[src/sv/jes_pkg.sv]
// ----------------------------------------------------------------------------
// jes_pkg
// shared constants and types for the jacobi eigen solver core
// ----------------------------------------------------------------------------
package jes_pkg;
    localparam int WORD_W = 32;
    // largest matrix the element and result index fields can address
    localparam int MATRIX_DIM = 4;
    localparam logic signed [31:0] SAT_MAX = 32'sh7fffffff;
    localparam logic signed [31:0] SAT_MIN = 32'sh80000000;

    // divider request/response
    typedef struct packed {
        logic        start;
        logic [63:0] num;
        logic [63:0] den;
    } div_req_t;

    typedef struct packed {
        logic        done;
        logic [63:0] quo;
    } div_rsp_t;

    // square root request/response
    typedef struct packed {
        logic        start;
        logic [63:0] rad;
    } sqrt_req_t;

    typedef struct packed {
        logic        done;
        logic [31:0] root;
    } sqrt_rsp_t;

    function automatic logic signed [31:0] sat32(input logic signed [65:0] v);
        logic signed [31:0] r;
        if (v > 66'sd2147483647)
            r = SAT_MAX;
        else if (v < -66'sd2147483648)
            r = SAT_MIN;
        else
            r = v[31:0];
        return r;
    endfunction

    function automatic logic [63:0] mag64(input logic signed [63:0] v);
        logic [63:0] r;
        r = v[63] ? (64'd0 - v) : v;
        return r;
    endfunction
endpackage

[src/sv/jes_sqrt.sv]
// ----------------------------------------------------------------------------
// jes_sqrt
// integer square root, two radicand bits per cycle
// ----------------------------------------------------------------------------
module jes_sqrt
(
    input  logic               clk,
    input  logic               rst_n,
    input  jes_pkg::sqrt_req_t req,
    output jes_pkg::sqrt_rsp_t rsp
);
    import jes_pkg::*;

    logic [63:0] x_reg, x_next;
    logic [63:0] r_reg, r_next;
    logic [63:0] bit_reg, bit_next;
    logic        busy_reg, busy_next;
    logic        done_reg, done_next;

    always_comb
    begin
        x_next    = x_reg;
        r_next    = r_reg;
        bit_next  = bit_reg;
        busy_next = busy_reg;
        done_next = 1'b0;
        if (req.start)
        begin
            x_next    = req.rad;
            r_next    = '0;
            bit_next  = 64'h4000_0000_0000_0000;
            busy_next = 1'b1;
        end
        else if (busy_reg)
        begin
            if (x_reg >= r_reg + bit_reg)
            begin
                x_next = x_reg - (r_reg + bit_reg);
                r_next = (r_reg >> 1) + bit_reg;
            end
            else
                r_next = r_reg >> 1;
            bit_next = bit_reg >> 2;
            if (bit_reg[0])
            begin
                busy_next = 1'b0;
                done_next = 1'b1;
            end
        end
    end

    always_ff @(posedge clk or negedge rst_n)
    begin
        if (!rst_n)
        begin
            busy_reg <= 1'b0;
            done_reg <= 1'b0;
        end
        else
        begin
            busy_reg <= busy_next;
            done_reg <= done_next;
        end
    end

    always_ff @(posedge clk)
    begin
        x_reg   <= x_next;
        r_reg   <= r_next;
        bit_reg <= bit_next;
    end

    assign rsp.done = done_reg;
    assign rsp.root = r_reg[31:0];
endmodule

[config.mk]
export PLATFORM = sky130hd
export DESIGN_NAME = jes_sqrt
export DESIGN_NICKNAME = d
export VERILOG_FILES = /design/src/sv/jes_pkg.sv /design/src/sv/jes_sqrt.sv
export SDC_FILE = /design/constraint.sdc
export NUM_CORES = 1
export LEC_CHECK = 0
export ABC_AREA = 1
export BUFFER_PORTS_ARGS = -buffer_cell sky130_fd_sc_hd__buf_2
export CAP_MARGIN = 10
export CELL_PAD_IN_SITES_DETAIL_PLACEMENT = 2
export CELL_PAD_IN_SITES_GLOBAL_PLACEMENT = 2
export CORE_MARGIN = 2
export CORE_UTILIZATION = 35
export CTS_CLUSTER_SIZE = 24
export DETAILED_ROUTE_END_ITERATION = 6
export PLACE_DENSITY = 0.83
export SLEW_MARGIN = 20
export SYNTH_ARGS = -nofsm -noshare
export SYNTH_HDL_FRONTEND = slang
export SYNTH_SLANG_ARGS = --single-unit
[constraint.sdc]
create_clock -name clk -period 16 [get_ports clk]
set_clock_uncertainty 0.15 [all_clocks]
set_input_delay 3.2 -clock clk [delete_from_list [all_inputs] [get_ports clk]]
set_output_delay 3.2 -clock clk [all_outputs]
set_load 0.03 [all_outputs]
==> qor.csv, run 1 <==
stage;metric;value;unit
worst_setup_path;CP arrival;6.32;ns
pwr;Power Density;190;nW/um2
clocking;clk root buf;clkbuf_16;
clocking;postcts setup bufs;0;
synthesis;largest family of logic cells by synthesized area;simple AND/OR/NAND/NOR gates;
worst_setup_path;largest fanout on the critical path;64;
clocking;clk slew on worst S/H paths;0.07;ns
min_path;Worst Hold Launch;r_reg[0];
place;hpwl dp;84.9;mm
die;die area;59500;um2
worst_setup_path;R2R depth;22;
worst_setup_path;Setup CP Type;reg2reg;
clocking;Inserted Clock Buffers;17;
pwr;VDD IR max;0.0000954;V
synthesis;mapped cell area;20200;um2
global_routing;vias in the first global route;26300;
cells_and_area;Multi-input gate area;13700;um2
route;via/cell ratio;5.50;
die;# IOs;100;
global_routing;All-Layer GR Usage;34.4;%
synthesis;Synth Area in Compound Gates;12.6;%
synthesis;share of flip-flops with an asynchronous set or reset;1.23;%
sta;Setup violations, final;0;
synthesis;Seq/Total Area, Yosys;19.3;%
route;first-pass iteration count of the detailed router;5;
synthesis;top_reg_cell synth;dfxtp_1;
route;drt total wl;103;mm
cells_and_area;sequential standard cell area;3890;um2
place;Port Buffers;99;
clocking;H-tree level count;4;
sta;fmax;158;MHz
global_routing;initial antenna violation count;1;
route;routed len/inst;23.5;um
worst_setup_path;Critical Path End Type;flop;
cells_and_area;layout cell share with drive strength beyond 1;4.90;%
sta;RSZ-0062 raised after global routing;no;
sta;TNS Setup;0;ns
route;Post-DRT Antenna Nets;0;
clocking;cts repair resizes;0;
cells_and_area;final net count;3800;
global_routing;largest net degree at the start of global routing;89;
sta;Max-slew headroom;24.4;%
route;drc violations;0;
clocking;CTS tree;built;
status;outcome;completed;
synthesis;Synth Area in Adders;8.17;%
die;total core area;56700;um2
synthesis;Mapped Nets;3792;
synthesis;Synth Instances;3594;
clocking;cts hold-fix bufs;0;
sta;fin crit share;39.6;%
pwr;P_leak;9.95;nW
synthesis;Syn. warnings;0;
synthesis;library cells used by synthesis;51;
global_routing;global-route wire length before repair;155;mm
synthesis;mux cell area share after synthesis;0;%
place;gpl congestion;1.01;
die;Die Wd;244;um
worst_setup_path;CP Launch Point;r_reg[8];
worst_setup_path;Crit path required time;15.98;ns
clocking;clock latency on the worst-skew pair;0.53;ns
synthesis;Synth Area in Simple Gates;43.0;%
route;1st-iter DRT viols;1329;
flow_run;Max Cap Viol;0;
sta;actual slew at the worst max-slew pin;1.13;ns
clocking;clock sink count;162;
cells_and_area;P&R area growth vs syn;7.26;%
min_path;Hold Path Class;reg2reg;
route;DR vias;24100;
synthesis;xor and xnor fraction of the mapped netlist area;4.26;%
sta;Hold Vio Cnt, Final;0;
synthesis;Syn Area/Cell;5.61;um2
synthesis;post-synthesis sequential element count;162;
cells_and_area;Antenna diodes;0;
worst_setup_path;CP Launch Type;flop;
sta;Slew Viols, Final;0;
cells_and_area;utilization after layout;38.1;%
synthesis;Post-synth EDFFs;64;
die;Initial Util;35.5;%
die;Die Span Y;244;um
worst_setup_path;reg2reg start;r_reg[8];
global_routing;total gr overflow;0;
clocking;CTS Buffer Depth;2;
cells_and_area;fillers;7457;
sta;Period minus WS final;6.33;ns
die;cell row count;87;
min_path;Hold Crit Depth;2;
## worst max-delay path, cell delays in order, from the launching register on
cell and delay, ns:
dfxtp_1 0.67, ha_1 0.33, nand2_1 0.11, o21ai_0 0.31, nand2_1 0.09, nand2_1 0.10
nand2_1 0.06, nand3_1 0.17, a21oi_1 0.15, o21bai_1 0.42, nand3_1 0.22, nand3_1 0.12
nand2_1 0.07, ha_1 0.35, inv_1 0.09, nor3_1 0.33, nand2_1 0.19, nor3_2 0.26
nand2_4 0.08, nand2_4 0.28, nand2_2 0.28, nand2_2 0.19, buf_4 0.74
## layout by cell type (no fill, tap or decap), types with 4 or more instances in the layout
master        n
a211oi_1      4
a21o_1       12
a21oi_1     220
a21oi_2       4
a31oi_1      16
buf_2        98
buf_4        10
clkbuf_16    17
dfxtp_1      96
edfxtp_1     64
ha_1        130
inv_1       497
inv_2         4
inv_6         5
nand2_1    1220
nand2_2       4
nand3_1     302
nand3b_1     32
nand4_1      29
nor2_1      459
nor3_1       36
nor4_1        4
o211ai_1      5
o21a_1        5
o21ai_0     163
o21ai_1       9
o21bai_1     24
or2_2        14
xnor2_1      45
xor2_1       53
## cell families (layout without fill, tap and decap cells)
family	count (synthesis)	after routing
adders and majority gates	131	131
xor gates and xnor gates	98	98
DFF	162	162
buffers and inverters	620	641
and+or+nand+nor	2113	2113
AOI/OAI and AO/OA	470	470
## area by class of cell
type                       count  share of cell area (%)
multi-input combinational   2812                    63.4
sequential                   162                    18.0
inverter                     501                    8.70
tap                          756                    4.38
timing repair buffer         108                    2.62
clock buffer                  19                    2.10
clock inverter                13                   0.752
## final timing paths
path,endpoint,slack (ns)
min,r_reg[0],0.37
max in group asynchronous,busy_reg,13.30
min reg2reg,r_reg[0],0.37
max reg2reg,x_reg[21],9.67
min in group asynchronous,busy_reg,2.30
max,x_reg[21],9.67
## Yosys cell counts, types with 36 or more instances
cell type	instances	share of area, %
edfxtp_1	64	9.5
o21ai_0	163	4.0
nand2_1	1221	23
a21oi_1	220	5.5
inv_1	497	9.3
nor2_1	459	8.5
ha_1	130	8.1
xor2_1	53	2.3
nor3_1	36	0.89
nand3_1	302	7.5
clkbuf_1	46	0.86
dfxtp_1	96	9.5
xnor2_1	45	2.0
buf_4	38	1.4
## layer usage
layer	track usage, %	wire [um]	up-vias
met1	41.7	44600	12000
met5	0	11	-
met2	61.5	50600	463
met4	14.8	4430	2
li1	-	-	11400
met3	3.54	2890	163
## metrics by stage
| step | area [um2] | power, mW | hold slack, ns | worst slack [ns] | cells |
|---|---|---|---|---|---|
| floorplan | 20200 | 2.66 | 0.300 | 10.19 | 3594 |
| global placement | 21000 | 3.42 | 0.335 | 9.91 | 4339 |
| detailed placement | 21000 | 3.57 | 0.352 | 9.83 | 4339 |
| global route | 21600 | 4.42 | 0.400 | 9.20 | 4371 |
| finish | 21600 | 4.10 | 0.366 | 9.67 | 4371 |
| CTS | 21600 | 4.07 | 0.362 | 9.78 | 4371 |
## report_power, final
| group | total (mW) | internal (mW) | switching (mW) |
|---|---|---|---|
| combinational | 2.81 | 0.858 | 1.95 |
| sequential | 0.819 | 0.624 | 0.195 |
| clock | 0.470 | 0.231 | 0.238 |
| total | 4.10 | 1.71 | 2.39 |
Note: power is estimated with default switching activity, not from simulation.
==> run 2, diff against run 1 <==
- CORE_UTILIZATION: 35 -> 30
- PLACE_DENSITY: 0.83 -> 0.75
- clock period: 16 -> 5.3 ns (I/O delays scaled with it)
==> qor.csv, run 2 (synthesized netlist as in run 1, its figures left out) <==
stage;metric;value;unit;change
place;Port Buffers;99;;unchanged
route;DR vias;24000;;-0.39%
status;outcome;completed;;
sta;Setup violations, final;0;;unchanged
die;die area;69300;um2;+16%
worst_setup_path;R2R depth;20;;-9.1%
sta;RSZ-0062 raised after global routing;no;;
global_routing;largest net degree at the start of global routing;76;;-15%
worst_setup_path;Critical Path End Type;flop;;
worst_setup_path;crit path max-delay cell type;o21ai_0;;
cells_and_area;P&R area growth vs syn;10.6;%;
sta;actual slew at the worst max-slew pin;1.06;ns;-0.0708 ns
clocking;clock latency on the worst-skew pair;0.51;ns;-0.02 ns
clocking;clk root buf;clkbuf_16;;
cells_and_area;commonest non-fill, non-tap cell in the layout;nand2_1;;
pwr;Clock power frac;10.7;%;-0.8 points
worst_setup_path;Crit path required time;5.36;ns;-10.62 ns
worst_setup_path;CP arrival;5.05;ns;-1.27 ns
route;1st-iter DRT viols;1250;;-5.9%
worst_setup_path;CP Launch Type;flop;;
die;Die Span Y;263;um;+7.9%
worst_setup_path;reg2reg start;bit_reg[30];;
global_routing;All-Layer GR Usage;29.2;%;-5.2 points
pwr;sw power;7.20;mW;+200%
sta;Period minus WS final;4.99;ns;-1.35 ns
sta;Hold WS;0.167;ns;-0.199 ns
route;first-pass iteration count of the detailed router;5;;unchanged
global_routing;vias in the first global route;25700;;-2.0%
clocking;clk slew on worst S/H paths;0.08;ns;about the same
sta;Hold Vio Cnt, Final;0;;unchanged
cells_and_area;layout cell share with drive strength beyond 1;6.53;%;+1.6 points
worst_setup_path;Setup CP Type;reg2reg;;
worst_setup_path;Critical R2R Capture;x_reg[47];;
worst_setup_path;r2r setup slk;0.31;ns;-9.35 ns
pwr;Gate power share;70.7;%;+2.1 points
cells_and_area;Antenna diodes;0;;unchanged
min_path;Hold Path Class;in2async;;
route;routed len/inst;22.4;um;-4.5%
clocking;postcts setup bufs;0;;unchanged
route;drc violations;0;;unchanged
clocking;CTS tree;built;;
cells_and_area;final net count;3861;;+1.6%
worst_setup_path;CP Buf/Inv Count;3;;+1
pwr;VDD IR max;0.000397;V;+320%
flow_run;Max Cap Viol;0;;unchanged
die;cell row count;95;;+9.2%
cells_and_area;fillers;8769;;+18%
sta;Slew Viols, Final;0;;unchanged
die;# IOs;100;;unchanged
worst_setup_path;worst-path cell chain;ha_1 > nand2_1 > o21ai_0 > nand2_1 > o21ai_0 > inv_1 > a31oi_1 > xnor2_1 > ha_1 > nand2_1 > nor2_2 > inv_2 > nor2_4 > nand2_2 > nor3_2 > nand2_4 > nand2_4 > nand2_2 > nand2_2 > buf_4;;
die;total core area;66800;um2;+18%
pwr;P_int;5.38;mW;+210%
sta;fmax;200;MHz;+27%
clocking;CTS Buffer Depth;2;;unchanged
sta;Max-slew headroom;29.1;%;+4.7 points
die;Initial Util;30.2;%;-5.4 points
pwr;sequential power share;18.5;%;-1.5 points
cells_and_area;most frequent cells in the layout;nand2_1 (1220), inv_1 (497), nor2_1 (457);;
global_routing;global-route wire length before repair;154;mm;-1.1%
clocking;clock sink count;162;;unchanged
route;via/cell ratio;5.27;;-4.3%
pwr;P_leak;10.3;nW;+3.5%
place;gpl congestion;0.938;;-7.5%
pwr;Pwr Total;12.6;mW;+210%
route;drt total wl;102;mm;-0.60%
pwr;Sw Share;57.2;%;-0.98 points
worst_setup_path;largest fanout on the critical path;12;;-81%
worst_setup_path;delay-heaviest family, CP;simple AND/OR/NAND/NOR gates;;
die;Die Wd;263;um;+7.9%
clocking;H-tree level count;4;;unchanged
clocking;Inserted Clock Buffers;17;;unchanged
place;hpwl dp;85.3;mm;+0.48%
worst_setup_path;slowest stage delay, CP;0.46;ns;-0.28 ns
sta;TNS Setup;0;ns;unchanged
pwr;Power Density;564;nW/um2;+200%
route;Post-DRT Antenna Nets;0;;unchanged
global_routing;total gr overflow;0;;unchanged
global_routing;initial antenna violation count;0;;-1
sta;fin crit share;94.1;%;+55 points
==> run 2: cell count changes in the layout (fill, tap and decap cells not counted), moves of 3 or more <==
cell / change
inv_8: +3
buf_4: +54
buf_12: +6
clkinv_8: -3
==> run 2: routing by layer <==
layer	track usage, %	up-vias	share of wire [%]
met5	0	-	0
met4	9.36	0	3.1
met3	2.82	124	2.5
met2	51.3	358	49
met1	37.6	11900	46
li1	-	11500	-
==> run 2: worst register-to-register path: cells and delay by family (launching register included) <==
family	cells	cell delay [ns]
compound gates	3	1.10
fa+ha+maj	2	0.85
flops	1	0.38
simple gates	11	1.54
buf+inv	3	0.47
xor+xnor	1	0.18
==> run 2: per-stage QoR <==
step / area [um2] / instances / utilization [%] / setup WS [ns]
2_1_floorplan: 20200 / 3594 / - / 0.139
3_3_place_gp: 21700 / 4517 / 32.5 / 0.418
3_5_place_dp: 21700 / 4517 / 32.5 / 0.347
4_1_cts: 22300 / 4549 / 33.3 / 0.326
5_1_grt: 22300 / 4549 / 33.4 / 0.0125
6_report: 22300 / 4549 / 33.4 / 0.311
==> run 2: worst max path at each step <==
stage,start,to,cells after the start
2_1_floorplan,bit_reg[10],x_reg[0],22
5_1_grt,bit_reg[18],x_reg[47],20
3_3_place_gp,bit_reg[32],x_reg[59],20
4_1_cts,bit_reg[6],x_reg[47],22
6_report,bit_reg[30],x_reg[47],20
3_5_place_dp,bit_reg[26],x_reg[47],19
==> run 2: cell type report <==
class	count	area (um2)	share of cell area [%]
multi-input combinational	2812	13700	61.6
inverter	501	1880	8.44
sequential	162	3890	17.5
tap	873	1090	4.90
clock buffer	19	443	1.99
clock inverter	13	139	0.623
timing repair buffer	169	1120	5.02
==> run 2: power groups by stage <==
stage	Combinational (mW)	Sequential, mW	Clock [mW]
2_1_floorplan	5.91	2.12	0
3_3_place_gp	8.46	2.32	0
3_5_place_dp	8.74	2.33	0
4_1_cts	8.81	2.31	1.38
5_1_grt	9.85	2.35	1.41
6_report	8.90	2.33	1.35
==> run 2: timing repair <==
item / in CTS / in global routing
hold buffers: 0 / 0
resized for setup: 0 / 6
setup endpoints to repair: 0 / 128
