`src/sv/jes_pkg.sv`:
```
// ----------------------------------------------------------------------------
// jes_pkg
// shared constants and types for the jacobi eigen solver core
// ----------------------------------------------------------------------------
package jes_pkg;
    localparam int WORD_W = 32;
    // largest matrix the element and result index fields can address
    localparam int MATRIX_DIM = 4;
    localparam logic signed [31:0] SAT_MAX = 32'sh7fffffff;
    localparam logic signed [31:0] SAT_MIN = 32'sh80000000;

    // divider request/response
    typedef struct packed {
        logic        start;
        logic [63:0] num;
        logic [63:0] den;
    } div_req_t;

    typedef struct packed {
        logic        done;
        logic [63:0] quo;
    } div_rsp_t;

    // square root request/response
    typedef struct packed {
        logic        start;
        logic [63:0] rad;
    } sqrt_req_t;

    typedef struct packed {
        logic        done;
        logic [31:0] root;
    } sqrt_rsp_t;

    function automatic logic signed [31:0] sat32(input logic signed [65:0] v);
        logic signed [31:0] r;
        if (v > 66'sd2147483647)
            r = SAT_MAX;
        else if (v < -66'sd2147483648)
            r = SAT_MIN;
        else
            r = v[31:0];
        return r;
    endfunction

    function automatic logic [63:0] mag64(input logic signed [63:0] v);
        logic [63:0] r;
        r = v[63] ? (64'd0 - v) : v;
        return r;
    endfunction
endpackage

```
`src/sv/jes_div.sv`:
```
// ----------------------------------------------------------------------------
// jes_div
// unsigned restoring divider, one quotient bit per cycle
// ----------------------------------------------------------------------------
module jes_div
(
    input  logic              clk,
    input  logic              rst_n,
    input  jes_pkg::div_req_t req,
    output jes_pkg::div_rsp_t rsp
);
    import jes_pkg::*;

    logic [63:0] quo_reg, quo_next;
    logic [63:0] rem_reg, rem_next;
    logic [63:0] den_reg, den_next;
    logic [6:0]  cnt_reg, cnt_next;
    logic        busy_reg, busy_next;
    logic        done_reg, done_next;
    logic [64:0] trial;

    always_comb
    begin
        quo_next  = quo_reg;
        rem_next  = rem_reg;
        den_next  = den_reg;
        cnt_next  = cnt_reg;
        busy_next = busy_reg;
        done_next = 1'b0;
        trial     = {rem_reg, quo_reg[63]} - {1'b0, den_reg};
        if (req.start)
        begin
            quo_next  = req.num;
            rem_next  = '0;
            den_next  = req.den;
            cnt_next  = 7'd64;
            busy_next = 1'b1;
        end
        else if (busy_reg)
        begin
            if (!trial[64])
            begin
                rem_next = trial[63:0];
                quo_next = {quo_reg[62:0], 1'b1};
            end
            else
            begin
                rem_next = {rem_reg[62:0], quo_reg[63]};
                quo_next = {quo_reg[62:0], 1'b0};
            end
            cnt_next = cnt_reg - 7'd1;
            if (cnt_reg == 7'd1)
            begin
                busy_next = 1'b0;
                done_next = 1'b1;
            end
        end
    end

    always_ff @(posedge clk or negedge rst_n)
    begin
        if (!rst_n)
        begin
            cnt_reg  <= '0;
            busy_reg <= 1'b0;
            done_reg <= 1'b0;
        end
        else
        begin
            cnt_reg  <= cnt_next;
            busy_reg <= busy_next;
            done_reg <= done_next;
        end
    end

    always_ff @(posedge clk)
    begin
        quo_reg <= quo_next;
        rem_reg <= rem_next;
        den_reg <= den_next;
    end

    assign rsp.done = done_reg;
    assign rsp.quo  = quo_reg;
endmodule

```
`config.mk`:
```
export PLATFORM = sky130hd
export DESIGN_NAME = jes_div
export DESIGN_NICKNAME = d
export VERILOG_FILES = /design/src/sv/jes_pkg.sv /design/src/sv/jes_div.sv
export SDC_FILE = /design/constraint.sdc
export NUM_CORES = 1
export LEC_CHECK = 0
export ABC_AREA = 1
export BUFFER_PORTS_ARGS = -buffer_cell sky130_fd_sc_hd__buf_2
export CAP_MARGIN = 10
export CORE_MARGIN = 2
export CORE_UTILIZATION = 45
export CTS_BUF_LIST = sky130_fd_sc_hd__clkbuf_16
export CTS_CLUSTER_DIAMETER = 120
export DETAILED_ROUTE_END_ITERATION = 16
export GPL_ROUTABILITY_DRIVEN = 1
export PLACE_DENSITY = 0.62
export SYNTH_ARGS = -nofsm -noshare
export SYNTH_HDL_FRONTEND = slang
export SYNTH_SLANG_ARGS = --single-unit
```
`constraint.sdc`:
```
create_clock -name clk -period 2.7 [get_ports clk]
set_input_delay 0.135 -clock clk [delete_from_list [all_inputs] [get_ports clk]]
set_output_delay 0.135 -clock clk [all_outputs]
set_load 0.01 [all_outputs]
```
==> results.cfg, run 1 <==
[layout]
final_cell_mix = 1064 x nand2_1, 496 x inv_1, 194 x buf_2, 130 x dlygate4sd3_1, 128 x edfxtp_1
mostFrequentLayoutCell = nand2_1
syn_to_final_growth_pct = 27.0
nets = 2843
fin_util = 0.582
antennaDiodeCount = 0
register_area_um2 = 5350
fill_cells = 3065
multiInputGateArea_um2 = 7150
drive_above_1_share = 0.127

[setup_path]
critical_path_class = reg -> reg
critPathLaunch = den_reg[0]$_DFFE_PP_
path_max_fanout = 8
crit_top_cell = nand2_2
rr_startpoint = den_reg[0]$_DFFE_PP_
worst-r2r-setup-slack_ps = 120
critPathLaunchType = flip-flop
slowest_stage = edfxtp_1
reg2reg_depth = 17
cp.depth = 17
cp_data_required_time_ps = 2960
critPathBufInv = 2
max_stage_delay_ps = 420
crit_arrival_ps = 2840
crit_chain = ha_4 -> fa_2 -> inv_2 -> nand2_1 -> nand2_1 -> nand3_2 -> nand2_2 -> nand2_2 -> nand2_2 -> nand2_2 -> nand2_2 -> nand2_4 -> nand2_4 -> nand2_4 -> nand2_8 -> buf_12 -> o21ai_0
worst_setup_path_end_kind = flip-flop
r2r-end = quo_reg[0]$_DFFE_PP_
crit_path_end = quo_reg[0]$_DFFE_PP_
path_delay_family = simple AND/OR/NAND/NOR gates

[cts]
numCtsBuffers = 24
cts_buffer_depth = 3
clock_latency_ps = 540
h-tree-depth = 1
clk_pin_slew_ps = 60
cts_tree = yes
cts.sinks = 201
cts_root_buffer = clkbuf_16

[logic_synthesis]
syn_area_per_cell_um2 = 6.33
synth_nets = 2489
synth_area_um2 = 14500
ys_warn_count = 0
syn-instance-count = 2291
synth_seq_area_share = 0.369
synth_ff_type = edfxtp_1
synth_area_leaders = nand2_1 28%, edfxtp_1 27%, inv_1 13%, dfxtp_1 8.8%, ha_1 5.7%
synthDistinctLibCells = 34
synth_top_cell_by_area = nand2_1
synth-seq-cells = 201
synth_edf_count = 128
yosys.area.top_type_share = 0.277
synthArstFlopShare = 0.0448

[global_route]
grt_pass1_vias = 14000
grt.overflow.total = 0
grt_pass1_wl_mm = 70.3
antenna_found_initial = 0
grt_max_degree = 76
track_usage = 0.259

[timing]
slew_headroom = 0.422
setup_violations = 0
finalCritPeriodShare = 0.955
period_minus_slack_ps = 2580
fmax_mhz = 388
worst_slack_ps = 122
drv_slew = 0
hold_violations = 0
worst_slew_pin_slew_ps = 867
tns_ps = 0
fin_skew_ps = 19.5
holdWs_ps = 261

[route]
vias = 14400
drtAntennaViolNets = 0
drc_errors = 0
drt_pass1_iterations = 7
vias_per_cell = 4.70
dr.first_iter.drc_count = 944
avgRoutedWirePerCell_um = 14.5
wirelength_mm = 44.3

[floorplanning]
design.core.area_um2 = 31600
initial_utilization = 0.458
die_y_um = 184
rows = 65
die-area_um2 = 33700
die_x_um = 184
num_io_pins = 196

[run_status]
status = finished, final reports clean

[placement]
place.gp.congestion = 0.976
numPortBuffers = 195
dp_slack_ps = 16.4
dp_hpwl_mm = 33.1

[power_and_ir_drop]
power.total_mw = 8.05
leakagePower_nw = 10.6
p_per_area_nw_per_um2 = 437
irDropWorstVdd_uv = 424

[hold_path]
holdCritPathClass = in -> reg

[run]
drv_cap = 0
routing by layer:
metal	share of wire	routed length [um]	track usage
met5	0	0	0
met2	0.46	20400	0.446
met4	0.018	795	0.0560
met3	0.054	2410	0.0337
met1	0.47	20800	0.348
worst min-delay path: stages:
cell     delay, ps
buf_4          120
inv_2          300
nand3_1        200
cell families after synthesis:
logic type               share of synthesized area
XOR/XNOR                                    0.0187
AND/OR/NAND/NOR                              0.380
buffers and inverters                        0.147
adder cells (fa/ha/maj)                     0.0583
flip-flops                                   0.369
AO/OA/AOI/OAI                               0.0270
where the power goes:
group	leakage, nW	total [mW]	internal [mW]	switching, mW
Combinational	8.22	1.21	0.516	0.690
Clock	0.399	3.23	1.91	1.32
Sequential	1.95	3.62	3.51	0.110
synthesized netlist by cell type (all sizes together) (13+ instances only):
library cell  number
a21oi             55
nand2           1093
buf               20
dfxtp             64
nor3              13
ha                66
o21ai             19
nor2             115
edfxtp           128
clkbuf            23
xnor2             26
inv              498
nand3            134
through the flow:
step | cell area [um^2] | cells
2_1_floorplan | 14500 | 2291
6_report | 18400 | 3065
3_5_place_dp | 16100 | 2878
3_3_place_gp | 16100 | 2878
4_1_cts | 18100 | 3052
5_1_grt | 18400 | 3065
final cells by class:
type / instances / share of cell area
clock buffer: 24 / 0.0326
clock inverter: 20 / 0.0102
inverter: 498 / 0.101
multi-input combinational: 1549 / 0.388
sequential: 201 / 0.290
tap: 402 / 0.0273
timing repair buffer: 371 / 0.150
how the worst min path moves through the flow:
| stage | start | endpoint | slack, ps | cells after the start |
|---|---|---|---|---|
| after floorplan | rst_n | busy_reg$_DFF_PN0_ | -160 | 0 |
| after CTS | req[128] | cnt_reg[6]$_DFFE_PN0P_ | 250 | 3 |
| after global placement | rst_n | cnt_reg[5]$_DFFE_PN0P_ | -3 | 1 |
| after detailed placement | rst_n | done_reg$_DFF_PN0_ | -0.6 | 1 |
| after global routing | req[128] | cnt_reg[6]$_DFFE_PN0P_ | 280 | 3 |
| final | req[128] | cnt_reg[6]$_DFFE_PN0P_ | 260 | 3 |
what timing repair did:
action | in CTS | in global routing
endpoints found under the setup margin | 0 | 65
gates resized for setup | 0 | 25
endpoints found under the hold margin | 137 | 0
buffers inserted | 0 | 7
hold buffers | 130 | 0
(Power assumes the default switching activity.)
==> run 2, diff against run 1 <==
Settings changed: BUFFER_PORTS_ARGS -buffer_cell sky130_fd_sc_hd__buf_2 to not set, CELL_PAD_IN_SITES_DETAIL_PLACEMENT set to 1, CELL_PAD_IN_SITES_GLOBAL_PLACEMENT set to 1, DONT_BUFFER_PORTS set to 1, GPL_ROUTABILITY_DRIVEN 1 to not set, PLACE_DENSITY 0.62 to 0.77.
==> results.cfg, run 2 (same netlist as run 1, synthesis figures left out) <==
[cts]
clk_pin_slew_ps = 80
clock_latency_ps = 570
cts_buffer_depth = 3
cts_root_buffer = clkbuf_16
cts_tree = yes
h-tree-depth = 1
cts.sinks = 201
numCtsBuffers = 24

[setup_path]
crit_arrival_ps = 3420
worst_setup_path_end_kind = flip-flop
critical_path_class = reg -> reg
path_max_fanout = 7
cp_data_required_time_ps = 3150
critPathLaunchType = flip-flop
reg2reg_depth = 14

[timing]
worst_slew_pin_slew_ps = 895
finalCritPeriodShare = 1.10
rsz0062_at_grt = true
hold_violations = 0
fin_skew_ps = 33.5
tns_ps = -5470
slew_headroom = 0.402
fmax_mhz = 337
worst_slack_ps = -269
setup_violations = 65
drv_slew = 0
period_minus_slack_ps = 2970

[power_and_ir_drop]
irDropWorstVdd_uv = 513
leakagePower_nw = 10.2
power.total_mw = 8.64
p_per_area_nw_per_um2 = 458

[route]
wirelength_mm = 68.1
vias_per_cell = 5.54
avgRoutedWirePerCell_um = 23.1
vias = 16300
drt_pass1_iterations = 6
dr.first_iter.drc_count = 1455
drtAntennaViolNets = 0
drc_errors = 0

[floorplanning]
die_x_um = 184
rows = 65
num_io_pins = 196
die_y_um = 184
design.core.area_um2 = 31600
die-area_um2 = 33700
initial_utilization = 0.458

[global_route]
top_usage_layer = met2
track_usage = 0.348
met2_usage = 0.609
grtUsageMet3 = 0.0620
grt_max_degree = 69
grt_pass1_vias = 16500
antenna_found_initial = 1
grt_pass1_wl_mm = 91.6
grt.overflow.total = 0
grt_util_met1 = 0.434

[placement]
place.gp.congestion = 0.970
dp_hpwl_mm = 36.6
numPortBuffers = 0
dp.cells = 2688
dp_slack_ps = -84.3

[layout]
final_cell_mix = 1001 x nand2_1, 491 x inv_1, 194 x dlygate4sd3_1, 128 x edfxtp_1, 99 x nand3_1
fin_util = 0.596
mostFrequentLayoutCell = nand2_1
fill_cells = 4170
nets = 2726
instances_no_fill = 2949
drive_above_1_share = 0.109
syn_to_final_growth_pct = 29.9

[run_status]
status = finished with violations
violations = negative setup slack

[hold_path]
holdCritPathClass = in -> reg
holdPathStages = 1

[run]
drv_cap = 0
## run 2: changes by cell type in the layout (fill, tap and decap cells not counted), moves of 7 or more
cell,delta
buf_2,-194
dlygate4sd3_1,+64
nand2_1,-63
nand2_2,+55
nand3_1,-28
nand3_2,+27
ha_1,-8
nor2_1,-8
nor2_2,+8
a21oi_1,-7
a21oi_2,+7
nand2_4,+7
## run 2: final timing paths
check	slack, ps	startpoint	to
min reg2reg	470	rem_reg[16]$_SDFFE_PP0P_	rem_reg[16]$_SDFFE_PP0P_
min in group asynchronous	520	rst_n	cnt_reg[1]$_DFFE_PN0P_
max reg2reg	-270	den_reg[55]$_DFFE_PP_	rem_reg[61]$_SDFFE_PP0P_
max in group asynchronous	1840	rst_n	cnt_reg[3]$_DFFE_PN0P_
max	-270	den_reg[55]$_DFFE_PP_	rem_reg[61]$_SDFFE_PP0P_
min	20	req[128]	den_reg[4]$_DFFE_PP_
## run 2: area by class of cell
type | count | area [um^2] | area share
diodes | 1 | 2.50 | 0.000133
clock buffers | 24 | 601 | 0.0319
clock inverters | 20 | 231 | 0.0123
inverters | 498 | 1870 | 0.0992
multi-input cells | 1550 | 7650 | 0.406
flip-flops and latches | 201 | 5350 | 0.284
well taps | 402 | 503 | 0.0267
repair buffers | 253 | 2640 | 0.140
## run 2: per-layer routing
metal  vias up  share of wire
met2       918           0.47
li1       7320              -
met4         0          0.057
met3       318          0.081
met5         -              0
met1      7783           0.39
## run 2: repair_timing
item / CTS / global route
pin swaps: 2 / 46
setup endpoints to repair: 57 / 65
gates cloned: 2 / 8
hold buffers: 195 / 0
hold endpoints to repair: 201 / 0
buffers inserted: 4 / 9
gates resized for setup: 7 / 161
## run 2: stage by stage
| stage | cell area [um^2] | hold slack (ps) |
|---|---|---|
| floorplan | 14500 | -161 |
| global placement | 15100 | -160 |
| detailed placement | 15100 | -160 |
| CTS | 18000 | 0.108 |
| global route | 18800 | 42.2 |
| finish | 18800 | 17.1 |
## run 2: where the power goes
| group | switching [mW] | total [mW] | internal (mW) |
|---|---|---|---|
| clock network | 1.58 | 3.61 | 2.03 |
| logic | 0.794 | 1.28 | 0.489 |
| registers | 0.236 | 3.74 | 3.51 |
| total | 2.61 | 8.64 | 6.03 |
## run 2: critical path, cell delays in order, from the launching register on
cell and delay [ps]:
edfxtp_1 400, inv_1 90, ha_2 330, a21oi_2 300
nand2_1 150, inv_1 100, nand2_1 90, nand2_1 80
nand2_1 90, a21oi_4 230, nand3_4 200, buf_4 230
nand3_1 130, nand2_1 100, o21ai_1 310
==> run 3, diff against run 2 <==
Settings changed: CELL_PAD_IN_SITES_DETAIL_PLACEMENT 1 to not set, CELL_PAD_IN_SITES_GLOBAL_PLACEMENT 1 to not set, PLACE_DENSITY 0.77 to 0.57.
==> results.cfg, run 3 (same netlist as run 1, synthesis figures left out) <==
[setup_path]
critical_path_class = reg -> reg
worst_setup_path_end_kind = flip-flop
max_stage_delay_ps = 420
slowest_stage = edfxtp_1
critPathBufInv = 2
cp_data_required_time_ps = 2980
rr_startpoint = den_reg[0]$_DFFE_PP_
critPathLaunchType = flip-flop
critPathLaunch = den_reg[0]$_DFFE_PP_
reg2reg_depth = 17
crit_top_cell = nand2_2
crit_path_end = quo_reg[0]$_DFFE_PP_
r2r-end = quo_reg[0]$_DFFE_PP_
path_max_fanout = 8
crit_arrival_ps = 2880
worst-r2r-setup-slack_ps = 100
cp.depth = 17
path_delay_family = simple AND/OR/NAND/NOR gates
crit_chain = ha_4 -> fa_2 -> inv_2 -> nand2_1 -> nand2_1 -> nand3_1 -> nand2_2 -> nand2_2 -> nand2_2 -> nand2_2 -> nand2_4 -> nand2_4 -> nand2_4 -> nand2_8 -> nand2_8 -> buf_12 -> o21ai_0

[floorplanning]
die-area_um2 = 33700
die_y_um = 184
num_io_pins = 196
rows = 65
die_x_um = 184
design.core.area_um2 = 31600
initial_utilization = 0.458

[timing]
setup_violations = 0
period_minus_slack_ps = 2600
finalCritPeriodShare = 0.965
slew_headroom = 0.408
fmax_mhz = 384
worst_slew_pin_slew_ps = 887
hold_violations = 0
drv_slew = 0
fin_skew_ps = 11.2

[power_and_ir_drop]
leakagePower_nw = 9.93
p_per_area_nw_per_um2 = 420
irDropWorstVdd_uv = 482
power.total_mw = 7.60

[global_route]
grt.overflow.total = 0
grt_pass1_vias = 13800
track_usage = 0.260
grt_pass1_wl_mm = 70.0
antenna_found_initial = 0
grt_max_degree = 69

[hold_path]
holdCritStartpoint = req[128]
holdCritPathClass = in -> reg

[route]
drtAntennaViolNets = 0
dr.first_iter.drc_count = 841
vias_per_cell = 4.81
drt_pass1_iterations = 7
avgRoutedWirePerCell_um = 15.5
vias = 14100
wirelength_mm = 45.5
drc_errors = 0

[layout]
fill_cells = 3082
drive_above_1_share = 0.0542
fin_util = 0.572
syn_to_final_growth_pct = 24.7
multiInputGateArea_um2 = 7210
antennaDiodeCount = 0
nets = 2711
mostFrequentLayoutCell = nand2_1
register_area_um2 = 5350
final_cell_mix = 1062 x nand2_1, 498 x inv_1, 194 x dlygate4sd3_1, 130 x nand3_1, 128 x edfxtp_1

[placement]
dp_hpwl_mm = 31.8
numPortBuffers = 0
place.gp.congestion = 0.945

[cts]
numCtsBuffers = 23
clk_pin_slew_ps = 60
cts_buffer_depth = 3
cts_root_buffer = clkbuf_16
clock_latency_ps = 540
h-tree-depth = 1
cts_tree = yes
cts.sinks = 201

[run_status]
status = finished, final reports clean

[run]
drv_cap = 0
-- run 3: power breakdown --
part	internal, mW	switching (mW)	leakage [nW]
Clock	1.61	1.28	0.369
Sequential	3.51	0.176	1.95
Combinational	0.451	0.578	7.61
-- run 3: repair_timing --
action,in CTS,in global routing
hold endpoints to repair,201,0
resized for setup,0,38
buffers inserted,0,5
hold buffers,195,0
endpoints found under the setup margin,0,65
-- run 3: metal layers --
metal,share of wire,vias up,GRT usage
met1,0.45,6293,0.344
met4,0.030,0,0.0739
met3,0.072,74,0.0569
met2,0.45,445,0.429
li1,-,7288,-
met5,0,-,0
-- run 3: through the flow --
stage               instance area, um^2  hold slack (ps)  setup WS, ps  std cells  setup TNS (ps)
global placement                  15100             -160           150       2681               0
detailed placement                15100             -160          5.62       2681               0
global route                      18100             40.9         -11.9       2932           -84.2
floorplan                         14500             -161           174       2291               0
finish                            18100             35.2          95.6       2932               0
CTS                               17700             6.97          29.7       2918               0
-- run 3: cell type report --
cell class | count | share of cell area
clock buffers | 24 | 0.0332
repair buffers | 239 | 0.137
clock inverters | 18 | 0.00484
well taps | 402 | 0.0278
flip-flops and latches | 201 | 0.296
multi-input cells | 1550 | 0.398
inverters | 498 | 0.103
-- run 3: worst min path at each step --
stage	to	cells past startpoint
2_1_floorplan	busy_reg$_DFF_PN0_	0
4_1_cts	den_reg[1]$_DFFE_PP_	1
3_3_place_gp	cnt_reg[5]$_DFFE_PN0P_	0
6_report	den_reg[3]$_DFFE_PP_	1
5_1_grt	quo_reg[58]$_DFFE_PP_	2
3_5_place_dp	cnt_reg[4]$_DFFE_PN0P_	0
